`config.mk`:
```
export PLATFORM = sky130hd
export DESIGN_NAME = line_editor_erase_kill
export DESIGN_NICKNAME = d
export VERILOG_FILES = /design/src/hw/rtl/lek_pkg.sv /design/src/hw/rtl/lek_ram.sv /design/src/hw/rtl/line_editor_erase_kill.sv
export SDC_FILE = /design/constraint.sdc
export NUM_CORES = 1
export LEC_CHECK = 0
export ABC_AREA = 1
export BUFFER_PORTS_ARGS = -buffer_cell sky130_fd_sc_hd__buf_2
export CAP_MARGIN = 20
export CORE_MARGIN = 10
export CORE_UTILIZATION = 57
export DETAILED_ROUTE_END_ITERATION = 6
export PLACE_DENSITY_LB_ADDON = 0.12
export SETUP_SLACK_MARGIN = 0.02
export SKIP_CTS_REPAIR_TIMING = 1
export SLEW_MARGIN = 20
export SYNTH_ARGS = -nofsm -noshare
export SYNTH_HDL_FRONTEND = slang
export SYNTH_HIERARCHICAL = 1
export SYNTH_SLANG_ARGS = --single-unit
```
`constraint.sdc`:
```
create_clock -name clk_i -period 3.15 [get_ports clk_i]
set_input_delay 0.1575 -clock clk_i [delete_from_list [all_inputs] [get_ports clk_i]]
set_output_delay 0.1575 -clock clk_i [all_outputs]
set_load 0.01 [all_outputs]
```
`src/hw/rtl/lek_pkg.sv`:
```
// Shared types and constants for the line editor with erase and kill.
// Used by the line editor top level and the checker; depends on nothing.
package lek_pkg;

  localparam int unsigned CharW  = 8;
  localparam int unsigned CfgIdxW = 2;

  localparam logic [CharW-1:0] NewlineCode = 8'd10;
  localparam logic [CharW-1:0] EraseReset  = 8'd35;  // '#'
  localparam logic [CharW-1:0] KillReset   = 8'd64;  // '@'

  localparam logic [CfgIdxW-1:0] CfgEraseIdx = 2'd0;
  localparam logic [CfgIdxW-1:0] CfgKillIdx  = 2'd1;

  typedef struct packed {
    logic [CharW-1:0] in_char;
    logic             in_end;
  } in_item_t;

  typedef struct packed {
    logic [CharW-1:0] out_char;
    logic             out_last;
    logic             out_truncated;
  } out_item_t;

endpackage

```
`src/hw/rtl/lek_ram.sv`:
```
// Generic single-write, single-read RAM with registered read data.
// Read data holds while the read enable is low. No dependencies.
module lek_ram #(
  parameter int unsigned Width = 8,
  parameter int unsigned Depth = 64
) (
  input  logic                     clk_i,
  input  logic                     we_i,
  input  logic [$clog2(Depth)-1:0] waddr_i,
  input  logic [Width-1:0]         wdata_i,
  input  logic                     re_i,
  input  logic [$clog2(Depth)-1:0] raddr_i,
  output logic [Width-1:0]         rdata_o
);

  logic [Width-1:0] mem_q [Depth];
  logic [Width-1:0] rdata_q;

  always_ff @(posedge clk_i) begin
    if (we_i) begin
      mem_q[waddr_i] <= wdata_i;
    end
    if (re_i) begin
      rdata_q <= mem_q[raddr_i];
    end
  end

  assign rdata_o = rdata_q;

endmodule

```
`src/hw/rtl/line_editor_erase_kill.sv`:
```
// Line editor top level: control FSM around the line store RAM.
// Depends on lek_pkg and lek_ram.
//
// Usage:
//   Input channel (in_valid_i/in_ready_o, in_item_i) takes one character or
//   an end mark per item. Ordinary characters, erase and kill leave the block
//   ready for the next item. A newline or end mark drains the stored characters
//   of the line oldest first on the output channel
//   (out_valid_o/out_ready_i, out_item_o): one character per cycle while the
//   receiver does not stall, set by the single read port of the line store.
//   The first character appears once the FSM has entered the drain state and
//   the RAM read register has been loaded. An empty line gives no items.
//   The RAM read register is the output register; a stalled receiver freezes
//   the read pointer and the shown item. Input is taken again once the last
//   character has been read, while that item may still wait at the output.
//   Configuration (cfg_we_i, cfg_idx_i, cfg_data_i) writes erase_char (0) or
//   kill_char (1); other indexes are ignored.
//   Reset empties the line, clears the truncation flag and restores the
//   erase and kill codes to '#' and '@'. The store needs no clearing pass.
module line_editor_erase_kill
  import lek_pkg::*;
#(
  parameter int unsigned LINE_DEPTH = 64
) (
  input  logic               clk_i,
  input  logic               rst_ni,
  input  logic               in_valid_i,
  output logic               in_ready_o,
  input  in_item_t           in_item_i,
  output logic               out_valid_o,
  input  logic               out_ready_i,
  output out_item_t          out_item_o,
  input  logic               cfg_we_i,
  input  logic [CfgIdxW-1:0] cfg_idx_i,
  input  logic [CharW-1:0]   cfg_data_i
);

  localparam int unsigned AddrW = $clog2(LINE_DEPTH);
  localparam int unsigned CntW  = $clog2(LINE_DEPTH + 1);
  localparam logic [CntW-1:0] FullCnt = CntW'(LINE_DEPTH);

  typedef enum logic {
    ST_IDLE,
    ST_DRAIN
  } state_e;

  state_e           state_q, state_d;
  logic [CntW-1:0]  fill_q, fill_d;
  logic             ovf_q, ovf_d;
  logic [AddrW-1:0] rd_ptr_q, rd_ptr_d;
  logic             out_valid_q, out_valid_d;
  logic             out_last_q, out_last_d;
  logic             out_trunc_q, out_trunc_d;
  logic [CharW-1:0] erase_q, erase_d;
  logic [CharW-1:0] kill_q, kill_d;

  logic             in_fire;
  logic             is_flush, is_erase, is_kill;
  logic             wr_en, rd_en, advance, last_rd;
  logic [CharW-1:0] rd_data;

  assign in_ready_o = (state_q == ST_IDLE);
  assign in_fire    = in_valid_i && in_ready_o;
  assign is_flush   = in_item_i.in_end || (in_item_i.in_char == NewlineCode);
  assign is_erase   = in_item_i.in_char == erase_q;
  assign is_kill    = in_item_i.in_char == kill_q;
  assign advance    = !out_valid_q || out_ready_i;
  assign last_rd    = (CntW'(rd_ptr_q) + CntW'(1)) == fill_q;

  always_comb begin
    state_d     = state_q;
    fill_d      = fill_q;
    ovf_d       = ovf_q;
    rd_ptr_d    = rd_ptr_q;
    out_last_d  = out_last_q;
    out_trunc_d = out_trunc_q;
    erase_d     = erase_q;
    kill_d      = kill_q;
    wr_en       = 1'b0;
    rd_en       = 1'b0;

    if (cfg_we_i) begin
      unique case (cfg_idx_i)
        CfgEraseIdx: erase_d = cfg_data_i;
        CfgKillIdx:  kill_d  = cfg_data_i;
        default: ;
      endcase
    end

    unique case (state_q)
      ST_IDLE: begin
        if (in_fire) begin
          if (is_flush) begin
            if (fill_q == '0) begin
              ovf_d = 1'b0;
            end else begin
              state_d  = ST_DRAIN;
              rd_ptr_d = '0;
            end
          end else if (is_erase) begin
            if (fill_q != '0) begin
              fill_d = fill_q - CntW'(1);
            end
          end else if (is_kill) begin
            fill_d = '0;
            ovf_d  = 1'b0;
          end else if (fill_q == FullCnt) begin
            ovf_d = 1'b1;
          end else begin
            wr_en  = 1'b1;
            fill_d = fill_q + CntW'(1);
          end
        end
      end
      ST_DRAIN: begin
        if (advance) begin
          rd_en       = 1'b1;
          rd_ptr_d    = rd_ptr_q + AddrW'(1);
          out_last_d  = last_rd;
          out_trunc_d = ovf_q;
          if (last_rd) begin
            state_d = ST_IDLE;
            fill_d  = '0;
            ovf_d   = 1'b0;
          end
        end
      end
      default: state_d = ST_IDLE;
    endcase

    if (rd_en) begin
      out_valid_d = 1'b1;
    end else if (out_ready_i) begin
      out_valid_d = 1'b0;
    end else begin
      out_valid_d = out_valid_q;
    end
  end

  always_ff @(posedge clk_i or negedge rst_ni) begin
    if (!rst_ni) begin
      state_q     <= ST_IDLE;
      fill_q      <= '0;
      ovf_q       <= 1'b0;
      rd_ptr_q    <= '0;
      out_valid_q <= 1'b0;
      erase_q     <= EraseReset;
      kill_q      <= KillReset;
    end else begin
      state_q     <= state_d;
      fill_q      <= fill_d;
      ovf_q       <= ovf_d;
      rd_ptr_q    <= rd_ptr_d;
      out_valid_q <= out_valid_d;
      erase_q     <= erase_d;
      kill_q      <= kill_d;
    end
  end

  // flags travel with the RAM read register
  always_ff @(posedge clk_i) begin
    out_last_q  <= out_last_d;
    out_trunc_q <= out_trunc_d;
  end

  lek_ram #(
    .Width(CharW),
    .Depth(LINE_DEPTH)
  ) u_line_ram (
    .clk_i  (clk_i),
    .we_i   (wr_en),
    .waddr_i(fill_q[AddrW-1:0]),
    .wdata_i(in_item_i.in_char),
    .re_i   (rd_en),
    .raddr_i(rd_ptr_q),
    .rdata_o(rd_data)
  );

  assign out_valid_o              = out_valid_q;
  assign out_item_o.out_char      = rd_data;
  assign out_item_o.out_last      = out_last_q;
  assign out_item_o.out_truncated = out_trunc_q;

endmodule

```
* Word-level counts from Yosys, hierarchy flattened
Memories as Yosys holds them, arrays and structs flattened. A register that Yosys moved wholly into a read port is not among the register bits. Cells that the tools add are included.
Cells by class: $add $sub $neg 4, equality and inequality tests 17, muxes and demuxes 41, bitwise gates (word level) 1, reduce and logical (&&, ||, !) cells 14
Operator list (count):
- $mux 7 | 8
- $mux 1 | 25
- $mux 6 | 4
- $eq 8x8->1 | 2
- $pmux 7 s2 | 1
- $pmux 6 s2 | 1
- $reduce_and 6->1 | 2
- $eq 8x4->1 const B | 1
- $ne 2x1->1 const B | 4
- $add 6x1->7 const B | 1
- $add 7x1->7 const B | 1
- $eq 7x7->1 | 1
- $eq 7x7->1 const B | 1
- $logic_not 7->1 | 1
- $reduce_bool 7->1 | 1
- $sub 7x1->7 const B | 1
- $add 6x1->6 const B | 1
- $ne 3x2->1 const B | 2
- $reduce_and 2->1 | 3
- $ne 2x2->1 const B | 2
- $ne 4x1->1 const B | 1
- $ne 4x4->1 const B | 1
- $pmux 1 s2 | 2
- $reduce_and 4->1 | 1
- other kinds (8) | 9
Storage, ports and cells: bits in registers 34, bits in writable memories 512, input bits 24, output and inout bits 12, word-level logic and storage cells 87, memories kept 1
Memories:
- u_line_ram.mem_q | depth 64, bits a word 8, rd ports 1, clocked after Yosys merged registers in 1, wr ports 1, line lek_ram.sv:16 | logic [Width-1:0] mem_q [Depth];

* Longest topological paths before layout
Gate-level depths: netlist (run 1).
depth after elaboration 9, depth in mapped cells 13, depth with buffers taken out 13

* By module
Netlist (run 1), hierarchy kept.
Modules (own cells, without submodules):
- lek_ram | times used 1, cells each 1805, area each 21419.3 um^2, sequential area each 15615.0 um^2
- line_editor_erase_kill | times used 1, cells each 369, area each 2473.6 um^2, sequential area each 865.8 um^2

* Least setup slack after synthesis (run 1)
OpenSTA, ideal clock, no wires.
path type flip-flop to flip-flop, start point reg erase_q[1], end point mem u_line_ram.mem_q[50][0], enable pin, setup time 0.395 ns, data arrival time 2.545 ns, data required time 2.755 ns, slack 0.210 ns, stages on the path, launching flop included 12, buffers on the path 1, period minus slack after synthesis 2.940 ns, cell sequence dfstp_2 > inv_1 > nand2_1 > nand2_1 > nand2_1 > inv_1 > nand2_1 > nor2_4 > nor4_1 > clkbuf_1 > nand4_1 > nor4_1
On the way: cells in the longest elaborated chain, start to end 7
Ends and longest elaborated chain:
- start: declaration | line line_editor_erase_kill.sv:54 | logic [CharW-1:0] erase_q, erase_d;
- start signal: assignment | line line_editor_erase_kill.sv:147 | erase_q <= EraseReset;
- start signal: assignment | line line_editor_erase_kill.sv:155 | erase_q <= erase_d;
- $eq 8x8->1 | line line_editor_erase_kill.sv:65 | assign is_erase = in_item_i.in_char == erase_q;
- $mux 1 | line line_editor_erase_kill.sv:100 | end else if (is_erase) begin
- $mux 1 | line line_editor_erase_kill.sv:93 | if (is_flush) begin
- $mux 1 | line line_editor_erase_kill.sv:92 | if (in_fire) begin
- $mux 1 | line line_editor_erase_kill.sv:90 | unique case (state_q)
- via wr_en | line line_editor_erase_kill.sv:59 | logic wr_en, rd_en, advance, last_rd;
- $mux 1 | line lek_ram.sv:20 | if (we_i) begin
- $mux 1 (implied by the code) | line lek_ram.sv:21 | mem_q[waddr_i] <= wdata_i;
- end: declaration | line lek_ram.sv:16
The timed path passes the listed nets, and every way through them passes these cells.

* Worst setup path in the final report (run 1)
start point reg erase_q[1], end point mem u_line_ram.mem_q[53][3], enable pin
The elaborated chain is that of the path after synthesis.

==> results of run 1 <==
-- logic make-up (layout without fill, tap and decap cells) --
family	Yosys count	count (layout)	synth area share [%]
AOI/OAI and AO/OA	32	32	0.691
buffers and inverters	185	332	4.62
DFF	554	554	69.0
and+or+nand+nor	1378	1378	24.7
adders and majority gates	4	4	0.209
xor gates and xnor gates	21	21	0.770
-- final timing paths --
| path | startpoint | end | cells past startpoint |
|---|---|---|---|
| setup / recovery | erase_q[1] | u_line_ram/mem_q[53][3] | 12 |
| min in group asynchronous | rst_ni | erase_q[6] | 2 |
| hold reg to reg | ovf_q | out_trunc_q | 0 |
| setup reg to reg | erase_q[1] | u_line_ram/mem_q[53][3] | 12 |
| hold / removal | in_item_i[0] | state_q | 5 |
| max in group asynchronous | rst_ni | rd_ptr_q[1] | 2 |
-- synth_stat cells (2+ instances only) --
master | number | share of area (%)
dfrtp_1 | 28 | 2.9
nand2_1 | 779 | 12
o21ai_0 | 27 | 0.57
ha_1 | 4 | 0.21
a21oi_1 | 2 | 0.042
dfstp_2 | 4 | 0.44
nand2_2 | 8 | 0.21
nor4_1 | 9 | 0.24
buf_6 | 36 | 1.7
nand4_1 | 16 | 0.42
inv_1 | 59 | 0.93
buf_8 | 2 | 0.13
nand3_1 | 469 | 9.8
nor3_1 | 3 | 0.063
inv_2 | 3 | 0.047
xnor2_1 | 11 | 0.40
buf_1 | 10 | 0.16
nor2_4 | 4 | 0.19
xor2_1 | 10 | 0.37
nor2_1 | 82 | 1.3
nor2_2 | 5 | 0.13
edfxtp_1 | 522 | 66
clkbuf_1 | 17 | 0.27
buf_2 | 39 | 0.82
buf_4 | 17 | 0.53
-- flip-flops by register name, summed over array words and instances, names as in the netlist --
signal	flops
u_line_ram/mem_q	512
out_valid_o	1
u_line_ram/rdata_o	8
out_last_q	1
kill_q	8
fill_q	7
ovf_q	1
out_trunc_q	1
rd_ptr_q	6
state_q	1
erase_q	8
-- routing by layer --
| layer | routed length [um] | global-route usage (%) |
|---|---|---|
| met1 | 25200 | 32.7 |
| met2 | 28600 | 38.8 |
| met3 | 4550 | 3.86 |
| met4 | 1940 | 9.10 |
| met5 | 0 | 0 |
-- stage by stage --
| step | util (%) | power (W) | instances | cell area [sq um] | hold WS [ns] |
|---|---|---|---|---|---|
| 6_report | 65.1 | 0.0223 | 2853 | 26800 | 0.00304 |
| 5_1_grt | 65.1 | 0.0235 | 2853 | 26800 | 0.00711 |
| 4_1_cts | 64.8 | 0.0223 | 2839 | 26600 | -0.391 |
| 3_5_place_dp | 60.5 | 0.0159 | 2738 | 24900 | 0.265 |
| 3_3_place_gp | 60.5 | 0.0158 | 2738 | 24900 | 0.256 |
| 2_1_floorplan | - | 0.0140 | 2174 | 23900 | -0.138 |
-- power by group --
| group | leakage (nW) | switching (W) | internal, W |
|---|---|---|---|
| registers | 5.09 | 0.000346 | 0.00834 |
| clock network | 0.862 | 0.00276 | 0.00366 |
| logic | 4.22 | 0.00507 | 0.00210 |
| total | 10.2 | 0.00817 | 0.0141 |
-- worst register-to-register path, delay by kind of cell (launching register included) --
| family | cells | cell delay [ns] |
|---|---|---|
| AND/OR/NAND/NOR | 8 | 1.42 |
| buffers and inverters | 4 | 0.56 |
| flip-flops | 1 | 0.54 |
-- area by class of cell --
class | count | area [sq um]
fillers | 3232 | 14300
repair buffers | 167 | 1290
clock inverters | 38 | 334
clock buffers | 63 | 1430
multi-input cells | 1435 | 6310
inverters | 64 | 248
flip-flops and latches | 554 | 16500
well taps | 532 | 666
-- cells in the final DEF (no fill, tap or decap), drive strengths merged, types with 2 or more instances in the layout --
| cell type | netlist | routed |
|---|---|---|
| nand2 | 787 | 787 |
| edfxtp | 522 | 522 |
| nand3 | 470 | 470 |
| buf | 104 | 153 |
| nor2 | 91 | 91 |
| inv | 63 | 65 |
| clkbuf | 17 | 63 |
| o21ai | 29 | 29 |
| dfrtp | 28 | 28 |
| clkinv | 1 | 28 |
| nand4 | 16 | 16 |
| dlygate4sd3 | 0 | 14 |
| xnor2 | 11 | 11 |
| xor2 | 10 | 10 |
| nor4 | 9 | 9 |
| bufinv | 0 | 5 |
| ha | 4 | 4 |
| clkinvlp | 0 | 4 |
| dfstp | 4 | 4 |
| nor3 | 3 | 3 |
| a21oi | 2 | 2 |
==> metrics.cfg, run 1 <==
[outcome]
status=complete, no violations

[clock_network]
cts_root_buf=clkbuf_16
numCtsBuffers=55
clkSinkCount=554
cts_tree=built
clk_latency_ns=0.61
clock_path_buffers=3
htreeDepth=2
clk_pin_slew_ns=0.06

[sta]
rsz0062_at_grt=no
fin_skew_ns=0.0173
worst_pin_slew_ns=1.09
layout_setup_ws_ns=0.336
fin_crit_ns=2.81
max-slew-margin-rel_pct=27.2
min_period_over_period_pct=89.3
fmax_mhz=355
slew_violations=0
finalSetupTns_ns=0
setup_viol=0
hold_violations=0

[finish]
antenna_cells=0
num-nets-final=2305
areaGrowthSynthToFinish_pct=12.0
layout-drive-gt1-share_pct=11.5

[setup_path]
cp-start-kind=flip-flop
critPathBufInv=4
cp.required_ns=3.46
arrival_ns=3.12
crit_slowest_cell=dfstp_2
crit_family=simple AND/OR/NAND/NOR gates
crit_fanout=9
endpoint_kind=flip-flop
critPathMaxStageDelay_ns=0.54
rrSetupSlack_ns=0.34
worstPathCellList=inv_1 > nand2_1 > nand2_1 > nand2_1 > inv_1 > nand2_1 > nor2_4 > nor4_1 > buf_4 > nand4_1 > nor4_1 > buf_4
crit_path_frequent_cell=nand2_1
path_class=flip-flop to flip-flop

[route]
num_vias=16500
route.detailed.drc=0
ant_nets=0
via_per_inst=5.78
wl_per_cell_um=21.1
first_pass_iters=6
first_iter_violations=1865
drt_wl_total_um=60300

[global_routing]
first_global_vias=16000
grt_max_degree=129
grt_overflow=0
antenna_found_initial=2
track_usage_pct=24.1
grt_pass1_wl_um=93400

[power_and_ir_drop]
ir_drop_mv=0.516
powerDensity_nw_per_um2=832
p_leak_nw=10.2

[min_path]
hp-class=input pin to flip-flop

[yosys]
ys_warn_count=6
async_flop_share_pct=5.78
synth_top_flop_cell=edfxtp_1
seq_area_frac_synth_pct=69.0
netlist_area_sq_um=23900
syn_nets=2202
synth_edf_count=522
yosys_register_bits=554
synthCells=2174
synth.avg_cell_area_sq_um=11.0
post_synth_num_cell_types=33

[floorplan]
die_y_um=225
dieArea_sq_um=50500
rows=74
num_io_pins=36
start_util_pct=58.1
core_area_sq_um=41100
die_width_um=225

[run]
max_cap_violations=0

[placed_design]
place_hpwl_um=37500
port-buffer-count=35
post-place-ws_ns=0.231
place.gp.congestion=0.915

No activity file was read; power rests on OpenSTA's default activity.
==> run 2, diff against run 1 <==
--- a/config.mk
+++ b/config.mk
@@ -10,5 +10,5 @@
 export CAP_MARGIN = 20
 export CORE_MARGIN = 10
-export CORE_UTILIZATION = 57
+export CORE_UTILIZATION = 65
 export DETAILED_ROUTE_END_ITERATION = 6
 export PLACE_DENSITY_LB_ADDON = 0.12
==> constraint.sdc (replaced) <==
create_clock -name clk_i -period 3.5 [get_ports clk_i]
set_input_delay 0.175 -clock clk_i [delete_from_list [all_inputs] [get_ports clk_i]]
set_output_delay 0.175 -clock clk_i [all_outputs]
set_load 0.05 [all_outputs]
==> run 2 against run 1 <==
Net effect:
- global-route usage rose by 1.8 points
- critical path type is now input pin to flip-flop
- via count up 0.25%
- cell count is 4.0% lower
- critical endpoint is now u_line_ram/mem_q[62][2]
- largest power group unchanged
- non-clock buffer count is 47 lower
- largest cell class unchanged
==> metrics.cfg, run 2 (synthesis gave the netlist of run 1 again) <==
[floorplan]
start_util_pct=65.6  ; +7.5 points
die_width_um=212  ; -5.8%
die_y_um=212  ; -5.8%
core_area_sq_um=36400  ; -11%
dieArea_sq_um=44800  ; -11%
num_io_pins=36  ; unchanged
rows=70  ; -5.4%

[setup_path]
crit_path_frequent_cell=nor2_1
cp.required_ns=3.74  ; +0.28 ns
worstPathCellList=dlygate4sd3_1 > buf_2 > inv_1 > nand2_1 > nor2_1 > nand2_1 > nand2_2 > nor2_1 > inv_1 > nor4_1 > buf_4 > nand4_1 > nor2_1
path_class=input pin to flip-flop
crit_slowest_cell=nor2_1
endpoint_kind=flip-flop
crit_fanout=9  ; unchanged
cp-start-kind=input pin
arrival_ns=3.38  ; +0.26 ns
critPathMaxStageDelay_ns=0.72  ; +0.18 ns

[global_routing]
grt_pass1_wl_um=88700  ; -5.1%
antenna_found_initial=0  ; -2
track_usage_pct=25.9  ; +1.8 points
grt_max_degree=157  ; +22%
first_global_vias=16000  ; -0.19%
grt_overflow=0  ; unchanged

[power_and_ir_drop]
p_leak_nw=9.86  ; -3.1%
power.switching_w=0.00733  ; -10%
power_frac_comb_pct=32.3  ; about the same
power_w=0.0198  ; -11%
p_int_w=0.0124  ; -12%
ir_drop_mv=0.617  ; +20%
powerDensity_nw_per_um2=754  ; -9.4%
p_seq_share_pct=40.0  ; +1.0 points
switching_share_pct=37.1  ; +0.40 points
p_clk_share_pct=27.8  ; -1.0 points

[route]
wl_per_cell_um=21.0  ; -0.46%
route.detailed.drc=0  ; unchanged
first_iter_violations=2020  ; +8.3%
via_per_inst=6.04  ; +4.4%
num_vias=16500  ; +0.25%
first_pass_iters=7  ; +1
ant_nets=0  ; unchanged
drt_wl_total_um=57600  ; -4.4%

[clock_network]
clk_latency_ns=0.61  ; about the same
htreeDepth=2  ; unchanged
numCtsBuffers=53  ; -3.6%
clkSinkCount=554  ; unchanged
clk_pin_slew_ns=0.06  ; about the same
cts_tree=built
clock_path_buffers=3  ; unchanged
cts_root_buf=clkbuf_16

[placed_design]
placed_cell_area_sq_um=24400  ; -1.9%
place_hpwl_um=34200  ; -8.7%
place.gp.congestion=0.866  ; -5.4%
port-buffer-count=35  ; unchanged

[sta]
whs_ns=0.0404  ; +0.0373 ns
max-slew-margin-rel_pct=41.4  ; +14 points
min_period_over_period_pct=89.9
slew_violations=0  ; unchanged
fin_crit_ns=3.15
rsz0062_at_grt=no
setup_viol=0  ; unchanged
fmax_mhz=318
finalSetupTns_ns=0  ; unchanged
hold_violations=0  ; unchanged
fin_skew_ns=0.0161  ; -0.00123 ns
worst_pin_slew_ns=0.872  ; -0.220 ns

[finish]
design_area_sq_um=26200  ; -2.0%
post-route-util_pct=71.9  ; +6.9 points
most-common-layout-cells=nand2_1, edfxtp_1, nand3_1
antenna_cells=0  ; unchanged
layout-drive-gt1-share_pct=9.38  ; -2.2 points
areaGrowthSynthToFinish_pct=9.71
regMostFlops=u_line_ram/mem_q
largest_reg_flops=512  ; unchanged
num-nets-final=2256  ; -2.1%
layout_commonest_cell=nand2_1

[outcome]
status=complete, no violations

[run]
max_cap_violations=0  ; unchanged

[min_path]
hp-class=input pin to flip-flop

## run 2: cell count changes in the layout (fill, tap and decap cells not counted), sizes merged
cell	delta
clkinv	-5
inv	+1
bufinv	-1
clkbuf	+2
buf	-47
## run 2: routing by layer
metal	global-route usage (%)	up-vias	part of all wire (%)	routed length, um
li1	-	7604	-	-
met1	34.7	7992	40	22900
met2	41.7	821	48	27800
met3	4.13	116	9.0	5160
met4	10.5	0	3.0	1730
met5	0	-	0	0
## run 2: path summary, 6_finish.rpt
kind	cells after the start	slack (ns)	start	to
min in group asynchronous	2	0.17	rst_ni	kill_q[5]
worst min-delay path	5	0.04	in_item_i[0]	state_q
worst max register to register	11	0.41	erase_q[1]	u_line_ram/mem_q[62][2]
worst min register to register	0	0.47	ovf_q	out_trunc_q
max in group asynchronous	2	2.77	rst_ni	rd_ptr_q[1]
worst max-delay path	13	0.35	in_item_i[5]	u_line_ram/mem_q[62][2]
## run 2: stage by stage
stage          worst slack (ns)  std cells
6_report                  0.352       2739
3_3_place_gp              0.430       2626
4_1_cts                   0.457       2724
3_5_place_dp              0.387       2626
5_1_grt                   0.286       2739
2_1_floorplan             0.560       2174
## run 2: area by class of cell
| type | instances | area (sq um) |
|---|---|---|
| Multi-Input combinational cell | 1435 | 6320 |
| Fill cell | 2563 | 10200 |
| Sequential cell | 554 | 16500 |
| Tap cell | 468 | 586 |
| Timing Repair Buffer | 120 | 906 |
| Inverter | 64 | 248 |
| Clock buffer | 65 | 1380 |
| Clock inverter | 33 | 284 |
## run 2: power groups by stage
stage          registers (W)  logic [W]  clock network, W
4_1_cts              0.00789    0.00629           0.00557
6_report             0.00789    0.00638           0.00549
3_5_place_dp         0.00803    0.00624                 0
2_1_floorplan        0.00793    0.00490                 0
5_1_grt              0.00792    0.00705           0.00582
3_3_place_gp         0.00802    0.00613                 0
## run 2: critical path: cells and delay by family
family        cells  cell delay (ns)
buf+inv           5             1.25
simple gates      8             1.96
